<file path="src/hw/rtl/lkvc_pkg.sv">
// ============================================================================
// LRU key/value cache package
// Sizes, field types and the lookup status struct shared by the cache RTL.
// ============================================================================
package lkvc_pkg;

    // Number of cache entries
    localparam int ENTRIES = 16;
    localparam int IDX_W   = $clog2(ENTRIES);
    localparam int CNT_W   = $clog2(ENTRIES + 1);

    // Fixed field widths
    localparam int KEY_W  = 32;
    localparam int VAL_W  = 31;
    localparam int CAP_W  = 5;
    localparam int CMP_W  = (CAP_W > CNT_W) ? CAP_W : CNT_W;

    // Operation codes carried on the input tuser
    localparam logic MODE_GET = 1'b0;
    localparam logic MODE_SET = 1'b1;

    typedef logic signed [KEY_W-1:0] t_key;
    typedef logic [VAL_W-1:0]        t_val;
    typedef logic [IDX_W-1:0]        t_idx;
    typedef logic [IDX_W-1:0]        t_rank;
    typedef logic [CNT_W-1:0]        t_cnt;

    // Result of the parallel key match and the oldest-entry search
    typedef struct packed {
        logic  hit;
        t_idx  hit_idx;
        t_rank hit_rank;
        t_val  hit_value;
        t_idx  old_idx;
    } t_lookup;

endpackage

</file>
<file path="src/hw/rtl/lkvc_lookup.sv">
// ============================================================================
// LRU key/value cache lookup
// Compares the key against every valid entry and finds the least recent one.
// ============================================================================
module lkvc_lookup (
    input  lkvc_pkg::t_key    i_key,
    input  lkvc_pkg::t_key    i_keys   [lkvc_pkg::ENTRIES],
    input  lkvc_pkg::t_val    i_values [lkvc_pkg::ENTRIES],
    input  lkvc_pkg::t_rank   i_ranks  [lkvc_pkg::ENTRIES],
    input  logic [lkvc_pkg::ENTRIES-1:0] i_valid,
    input  lkvc_pkg::t_cnt    i_used_count,
    output lkvc_pkg::t_lookup o_lookup
);
    import lkvc_pkg::*;

    logic [ENTRIES-1:0] match_vec;
    logic [ENTRIES-1:0] oldest_vec;
    t_cnt               oldest_rank;

    // Ranks of valid entries are a permutation of 0..used_count-1,
    // so the least recent entry is the one ranked used_count-1.
    assign oldest_rank = i_used_count - t_cnt'(1);

    always_comb begin
        for (int i = 0; i < ENTRIES; i++) begin
            match_vec[i]  = i_valid[i] && (i_keys[i] == i_key);
            oldest_vec[i] = i_valid[i] && (t_cnt'(i_ranks[i]) == oldest_rank);
        end
    end

    // One-hot to index and AND-OR selection of the hit entry
    always_comb begin
        o_lookup = '0;
        o_lookup.hit = |match_vec;
        for (int i = 0; i < ENTRIES; i++) begin
            if (match_vec[i]) begin
                o_lookup.hit_idx   = o_lookup.hit_idx | t_idx'(i);
                o_lookup.hit_rank  = o_lookup.hit_rank | i_ranks[i];
                o_lookup.hit_value = o_lookup.hit_value | i_values[i];
            end
            if (oldest_vec[i]) begin
                o_lookup.old_idx = o_lookup.old_idx | t_idx'(i);
            end
        end
    end

endmodule

</file>
<file path="src/hw/rtl/lru_key_value_cache.sv">
// ============================================================================
// LRU key/value cache
// Fully associative get/set store with least-recently-used replacement.
// ============================================================================
// The cache takes one get or set request per clock and returns one result in
// the next cycle through an output register; a request is taken whenever that
// register is empty or being drained in the same cycle. The key is compared
// against all entries in parallel and the recency ranks of all entries are
// updated in the same cycle, so the next request already sees the new state.
// Entries fill in index order; once the configured capacity (0 acts as 1,
// above the entry count acts as the entry count) is in use, a new key set
// replaces the least recent entry. Lowering the capacity keeps the contents.
// No clearing pass is needed after reset.
module lru_key_value_cache (
    input  logic        i_clk,
    input  logic        i_rst_n,
    // Configuration: cache_capacity
    input  logic        i_cfg_wr_en,
    input  logic [lkvc_pkg::CAP_W-1:0] i_cfg_wr_data,
    // Request stream
    input  logic        i_s_axis_tvalid,
    output logic        o_s_axis_tready,
    input  logic [63:0] i_s_axis_tdata,   // [31:0] key, [62:32] value, [63] zero
    input  logic        i_s_axis_tuser,   // [0] mode (0 get, 1 set)
    // Result stream
    output logic        o_m_axis_tvalid,
    input  logic        i_m_axis_tready,
    output logic [31:0] o_m_axis_tdata,   // [30:0] read_value, [31] zero
    output logic        o_m_axis_tuser    // [0] hit
);
    import lkvc_pkg::*;

    // Storage and control state
    t_key               r_keys   [ENTRIES];
    t_val               r_values [ENTRIES];
    t_rank              r_ranks  [ENTRIES];
    logic [ENTRIES-1:0] r_valid;
    t_cnt               r_used_count;
    logic [CAP_W-1:0]   r_capacity;
    logic               r_out_valid;
    logic               r_out_hit;
    t_val               r_out_value;

    t_key    in_key;
    t_val    in_value;
    logic    in_mode;
    logic    accept;
    t_lookup lookup;

    logic [CMP_W-1:0] eff_cap;
    logic             do_fill;
    logic             do_evict;
    logic             do_touch;
    logic             do_write;
    t_idx             slot;
    t_cnt             age_limit;

    t_rank              n_ranks  [ENTRIES];
    logic [ENTRIES-1:0] n_valid;
    t_cnt               n_used_count;

    assign in_key   = i_s_axis_tdata[KEY_W-1:0];
    assign in_value = i_s_axis_tdata[KEY_W+VAL_W-1:KEY_W];
    assign in_mode  = i_s_axis_tuser;

    assign o_s_axis_tready = !r_out_valid || i_m_axis_tready;
    assign accept          = i_s_axis_tvalid && o_s_axis_tready;

    lkvc_lookup u_lookup (
        .i_key        (in_key),
        .i_keys       (r_keys),
        .i_values     (r_values),
        .i_ranks      (r_ranks),
        .i_valid      (r_valid),
        .i_used_count (r_used_count),
        .o_lookup     (lookup)
    );

    // Clamp the capacity register to 1..ENTRIES
    always_comb begin
        eff_cap = CMP_W'(r_capacity);
        if (r_capacity == '0) begin
            eff_cap = CMP_W'(1);
        end else if (CMP_W'(r_capacity) > CMP_W'(ENTRIES)) begin
            eff_cap = CMP_W'(ENTRIES);
        end
    end

    // Decide what the request does to the store
    always_comb begin
        do_fill   = 1'b0;
        do_evict  = 1'b0;
        do_touch  = 1'b0;
        do_write  = 1'b0;
        slot      = lookup.hit_idx;
        age_limit = t_cnt'(lookup.hit_rank);
        if (accept) begin
            if (lookup.hit) begin
                do_touch = 1'b1;
                do_write = (in_mode == MODE_SET);
            end else if (in_mode == MODE_SET) begin
                do_touch = 1'b1;
                do_write = 1'b1;
                if (CMP_W'(r_used_count) < eff_cap) begin
                    do_fill   = 1'b1;
                    slot      = r_used_count[IDX_W-1:0];
                    age_limit = r_used_count;
                end else begin
                    do_evict  = 1'b1;
                    slot      = lookup.old_idx;
                    age_limit = r_used_count - t_cnt'(1);
                end
            end
        end
    end

    // Recency update: entries more recent than the touched one age by one
    always_comb begin
        n_valid      = r_valid;
        n_used_count = r_used_count;
        for (int i = 0; i < ENTRIES; i++) begin
            n_ranks[i] = r_ranks[i];
            if (do_touch) begin
                if (t_idx'(i) == slot) begin
                    n_ranks[i] = '0;
                end else if (r_valid[i] && (t_cnt'(r_ranks[i]) < age_limit)) begin
                    n_ranks[i] = r_ranks[i] + t_rank'(1);
                end
            end
        end
        if (do_fill) begin
            n_valid[slot] = 1'b1;
            n_used_count  = r_used_count + t_cnt'(1);
        end
    end

    // Control state
    always_ff @(posedge i_clk) begin
        if (!i_rst_n) begin
            r_valid      <= '0;
            r_used_count <= '0;
            r_capacity   <= CAP_W'(16);
            r_out_valid  <= 1'b0;
            for (int i = 0; i < ENTRIES; i++) begin
                r_ranks[i] <= '0;
            end
        end else begin
            r_valid      <= n_valid;
            r_used_count <= n_used_count;
            r_ranks      <= n_ranks;
            if (i_cfg_wr_en) begin
                r_capacity <= i_cfg_wr_data;
            end
            if (accept) begin
                r_out_valid <= 1'b1;
            end else if (i_m_axis_tready) begin
                r_out_valid <= 1'b0;
            end
        end
    end

    // Key and value storage
    always_ff @(posedge i_clk) begin
        for (int i = 0; i < ENTRIES; i++) begin
            if (do_write && (t_idx'(i) == slot)) begin
                r_values[i] <= in_value;
                if (do_fill || do_evict) begin
                    r_keys[i] <= in_key;
                end
            end
        end
    end

    // Result register
    always_ff @(posedge i_clk) begin
        if (accept) begin
            r_out_hit   <= lookup.hit;
            r_out_value <= (lookup.hit && (in_mode == MODE_GET)) ? lookup.hit_value : '0;
        end
    end

    assign o_m_axis_tvalid = r_out_valid;
    assign o_m_axis_tuser  = r_out_hit;
    assign o_m_axis_tdata  = {1'b0, r_out_value};

endmodule

</file>
<file path="config.mk">
export PLATFORM = sky130hd
export DESIGN_NAME = lru_key_value_cache
export DESIGN_NICKNAME = d
export VERILOG_FILES = /design/src/hw/rtl/lkvc_pkg.sv /design/src/hw/rtl/lkvc_lookup.sv /design/src/hw/rtl/lru_key_value_cache.sv
export SDC_FILE = /design/constraint.sdc
export NUM_CORES = 2
export LEC_CHECK = 0
export ABC_AREA = 1
export BUFFER_PORTS_ARGS = -buffer_cell sky130_fd_sc_hd__clkbuf_2
export CORE_AREA = 3 3 302 304
export DETAILED_ROUTE_END_ITERATION = 16
export DIE_AREA = 0 0 305 307
export GPL_ROUTABILITY_DRIVEN = 0
export HOLD_SLACK_MARGIN = 0.03
export PLACE_DENSITY = 0.76
export SETUP_SLACK_MARGIN = 0.5
export SLEW_MARGIN = 30
export SYNTH_ARGS = -nofsm -noshare
export SYNTH_HDL_FRONTEND = slang
export SYNTH_HIERARCHICAL = 1
export SYNTH_SLANG_ARGS = --single-unit
export TNS_END_PERCENT = 30
</file>
<file path="constraint.sdc">
create_clock -name i_clk -period 10.1 [get_ports i_clk]
set_input_delay 0.505 -clock i_clk [delete_from_list [all_inputs] [get_ports i_clk]]
set_output_delay 0.505 -clock i_clk [all_outputs]
set_load 0.02 [all_outputs]
</file>
# Word-level counts from Yosys, hierarchy flattened
# Index checks and enable logic that the tools add are counted.
# Widths: inputs -> output; s select.
dict set report totals {
  ramBits 0
  in_bits 75
  latchBits 0
  mem_bits_ro 0
  elab_cells 381
  n_memories 0
  register_bits 1131
  output_inout_bits 35
}
dict set report op_classes {
  n_shift 0
  reduce_logical 121
  n_lt_le_gt_ge 20
  muxes 90
  addsub 18
  multipliers 0
  n_bitwise 32
  div_mod_pow 0
  n_eq_ne 46
}
# op n
set ops {}
lappend ops {{$eq 32x32->1} 16}
lappend ops {{$or 31x31->31} 15}
lappend ops {{$mux 39} 8}
lappend ops {{$mux 4} 44}
lappend ops {{$mux 38} 4}
lappend ops {{$lt 4x5->1} 16}
lappend ops {{$eq 4x5->1} 15}
lappend ops {{$mux 37} 2}
lappend ops {{$logic_and 1x1->1} 66}
lappend ops {{$add 4x1->4 const B} 16}
lappend ops {{$reduce_and 2->1} 32}
lappend ops {{$or 4x4->4} 15}
lappend ops {{$mux 36} 1}
lappend ops {{$mux 35} 1}
lappend ops {{$reduce_bool 2->1} 17}
lappend ops {{$eq 4x4->1 const A} 8}
lappend ops {{$mux 5} 6}
lappend ops {{$mux 1} 17}
lappend ops {{$eq 3x4->1 const A} 4}
lappend ops {{$or 16x16->16} 1}
lappend ops {{$reduce_or 16->1} 1}
lappend ops {{$mux 3} 4}
lappend ops {{$eq 2x4->1 const A} 2}
lappend ops {{$add 5x1->5 const B} 1}
lappend ops {{13 further kinds} 15}

# Logic depth before layout (Yosys ltp)
dict set report logic_depth {
  word_depth 41
  depth_mapped 31
  depth_no_buf 27
}

# Cells and area by module
# The synthesis kept the hierarchy.
# module seq_area_each_um2 area_each_um2 n_inst cells_per_inst
set modules_own_cells {}
lappend modules_own_cells {lru_key_value_cache 33051.7 37905.1 1 2084}
lappend modules_own_cells {lkvc_lookup 0.0 15254.6 1 3304}

# Least setup slack after synthesis
# No wires, ideal clock.
dict set report synth_timing {
  path_type {in2reg}
  startpoint {input port i_s_axis_tdata[12]}
  endpoint {register r_keys[128] (netlist name) (enable)}
  t_arrival_ns 4.296
  required_ns 9.679
  setup_time_ns 0.421
  cell_stages 21
  slack_ns 5.383
  path_buffers 4
  path_cell_list {buf_2 buf_6 xnor2_1 nand2_1 nor2_1 nand2_1 nor2_2 buf_2 nand2_1 nand2_1 nor2_1 nand4_1 nor2_8 inv_2 buf_2 nand2_1 nand2_2 nand2_2 nor2_2 inv_1 nor2_1}
}
# item line_no
set synth_rtl {}
lappend synth_rtl {{start, declared} lru_key_value_cache.sv:23} ;# input logic [63:0] i_s_axis_tdata,
lappend synth_rtl {{end signal, assigned by index} lru_key_value_cache.sv:168} ;# r_keys[i] <= in_key;
lappend synth_rtl {{end, declared} lru_key_value_cache.sv:34} ;# t_key r_keys [ENTRIES];

==> qor.yml <==
run_status:
  status: "finished, final reports clean"
worst_hold_path:
  hold_class: "in2reg"
setup_path:
  cpMostUsedCell: "nand2_1"
  worstPathCellList: "clkbuf_2 -> inv_1 -> nand2_1 -> o21ai_0 -> nor2_1 -> nand2_1 -> nor2_1 -> nand2_1 -> nor2_4 -> buf_4 -> nand2_1 -> nand2_1 -> nor2_1 -> nand4_1 -> nor2_8 -> inv_2 -> nand2_1 -> o21ai_4 -> nand2_2 -> nor2_1 -> inv_1 -> nor2_4 -> buf_4"
  critical-path-max-stage-delay_ns: 0.72
  end_kind: "flop"
  startpoint_type: "input port"
  cp_slowest_cell: "inv_1"
  crit_arrival_ns: 7.07
  crit_buf_inv: 6
  worst-path-max-fanout: 36
  critical_path_required_ns: 10.47
  cp_top_family: "buffers and inverters"
  path_class: "in2reg"
clocking:
  clock_latency_ns: 0.71
  cts_tree: "done"
  postCtsSetupRepairBufs: 0
  clk_pin_slew_worst_paths_ns: 0.06
  cts_max_path_buffers: 3
  htreeDepth: 3
  cts_root_buf: "clkbuf_16"
  cts_buffers: 111
  clock-sinks: 1131
timing:
  fin_skew_ns: 0.0307
  whs_ns: 0.0860
  drv_slew: 0
  tns_ns: 0
  timing.slew.headroom_pct: 33.2
  worst_slew_pin_slew_ns: 1.00
  finalHoldViolations: 0
  period_share_pct: 66.3
  rsz0062_at_grt: "no"
  post-route-min-period_ns: 6.70
  setup_viol: 0
  max_freq_mhz: 149
  layout_setup_ws_ns: 3.40
power_and_ir_drop:
  cell_internal_pwr_mw: 7.51
  power.density_mw_per_mm2: 165
  combPwrFrac_pct: 5.4
  netSwitchingPower_mw: 2.18
  pwr-share-seq_pct: 53.3
  total_power_mw: 9.69
  vdd_ir_drop_max_mv: 0.163
  leakagePower_nw: 23.1
  swShare_pct: 22.5
  pwr-share-clk_pct: 41.3
placed_design:
  dp.cells: 6548
  dp_slack_ns: 3.00
  portBuffers: 107
  dpl-instance-area_mm2: 0.0551
  dp_hpwl_mm: 90.5
die:
  start_util_pct: 60.1
  core_mm2: 0.0885
  die_w_um: 305
  ioPinCount: 110
  die_h_um: 307
  dieArea_mm2: 0.0936
  row_count: 109
synth:
  syn_area_mm2: 0.0532
  synth_top_area_share_pct: 58.7
  async_flop_share_pct: 0
  ys_ff_latch: 1131
  synth_largest_area_cell: "edfxtp_1"
  synth_edf_count: 1040
  yosysWarnings: 6
  yosysMostFrequentCell: "nand2_1"
  synthesis.area_per_instance_um2: 9.87
  seq_area_frac_synth_pct: 62.2
  synth_nets: 5534
  yosys.cell_types.count: 53
  synth.area.top_cells: "edfxtp_1 (59%), nand2_1 (10%), nand3_1 (6.3%), inv_1 (4.0%), nor2_1 (3.6%)"
  synthTopCellsByCount: "nand2_1 (1456), edfxtp_1 (1040), nand3_1 (664), inv_1 (562), nor2_1 (505)"
  synth_cells: 5388
  synth-main-ff-cell: "edfxtp_1"
layout:
  finish.utilization_pct: 66.5
  area_growth_pct: 10.7
  fin_cells: 6763
  fin_area_mm2: 0.0589
  drive_above_1_share_pct: 9.47
  nNetsFinal: 5656
  num-fill-cells: 6469
detailed_routing:
  via_count: 40500
  drt_pre_antenna_iters: 8
  wl_mm: 157
  postRouteAntennaNets: 0
  vias_per_cell: 5.99
  drt_iter0_markers: 5326
  post_drt_wl_per_cell_um: 23.2
  route.detailed.drc: 0
global_route:
  grt_pass1_wl_mm: 231
  grt.overflow.total: 0
  antenna_found_initial: 3
  grt_max_degree: 51
  grt_usage_pct: 33.0
  grt_pass1_vias: 38500
flow_run:
  cap_violations: 0
==> flip-flops by register name, summed over array words and instances (netlist names) <==
register,cells
r_values,496
r_valid,16
r_capacity,5
r_out_value,31
o_m_axis_tvalid,1
o_m_axis_tuser,1
r_keys,512
r_used_count,5
r_ranks,64
==> path summary, 6_finish.rpt <==
path,endpoint,cells after the start,startpoint,slack (ns)
setup reg to reg,r_values[256]$_DFFE_PP_,18,r_valid[5]$_SDFFE_PN0P_,4.13
setup / recovery,r_values[256]$_DFFE_PP_,23,i_s_axis_tdata[29],3.40
hold reg to reg,r_capacity[0]$_SDFFE_PN0P_,2,r_capacity[0]$_SDFFE_PN0P_,0.50
hold / removal,o_m_axis_tvalid$_SDFFE_PN0P_,3,i_s_axis_tvalid,0.09
==> layer usage <==
metal | up-vias | wire (um) | GRT usage, %
met5 | - | 13 | 0
met4 | 2 | 9770 | 18.4
met3 | 574 | 20300 | 6.96
met2 | 2753 | 72000 | 52.9
met1 | 19000 | 54800 | 42.2
li1 | 18100 | - | -
==> worst min-delay path: stages <==
cell      delay, ns
clkbuf_2       0.08
inv_1          0.10
a21oi_1        0.07
==> cells in the final DEF, fill, tap and decap left out, drive strengths merged <==
cell type and count:
ha 71, o21bai 6, nor3 16, nand3 676
a21oi 123, nor3b 1, nor2 548, nand3b 1
xnor2 150, nand2 1479, nor4 5, clkinvlp 2
conb 1, o2111ai 8, o221ai 1, a21o 1
nand4 15, o22a 2, dfxtp 91, o31ai 1
o22ai 39, bufinv 6, or2 22, edfxtp 1040
o21a 19, diode 1, o21ai 207, dlygate4sd3 5
inv 608, a21boi 3, o211ai 2, buf 96
clkbuf 258, a22o 2, o211a 2, clkinv 37
xor2 53
==> power by group through the flow <==
| stage | Clock [mW] | Combinational, mW | Sequential [mW] |
|---|---|---|---|
| after floorplan | 0 | 0.273 | 5.27 |
| after global placement | 0 | 0.486 | 5.26 |
| after detailed placement | 0 | 0.503 | 5.26 |
| after CTS | 4.03 | 0.507 | 5.16 |
| after global routing | 4.21 | 0.557 | 5.16 |
| final | 4.00 | 0.522 | 5.16 |
==> area by class of cell <==
| type | count | area [um2] | area share [%] |
|---|---|---|---|
| sequential | 1131 | 33100 | 56.2 |
| clock inverter | 49 | 487 | 0.827 |
| clock buffer | 151 | 3000 | 5.09 |
| antenna | 1 | 2.50 | 0.00425 |
| multi-input combinational | 3454 | 17000 | 28.9 |
| inverter | 604 | 2270 | 3.86 |
| tap | 1165 | 1460 | 2.48 |
| timing repair buffer | 208 | 1590 | 2.70 |
==> repair_timing <==
item	CTS	global route
hold buffers	5	0
hold endpoints to repair	4	0
resized for setup	0	0
endpoints found under the setup margin	0	0
==> cells by family (layout without fill, tap and decap cells) <==
logic type | count (synthesis) | in the layout | synth area share, %
AO/OA/AOI/OAI | 416 | 416 | 4.32
flip-flops | 1131 | 1131 | 62.2
XOR/XNOR | 203 | 203 | 3.34
adder cells (fa/ha/maj) | 71 | 71 | 1.67
buffers and inverters | 803 | 1012 | 6.42
other | 1 | 2 | 0.00705
AND/OR/NAND/NOR | 2763 | 2763 | 22.1
No activity file was read; power rests on OpenSTA's default activity.
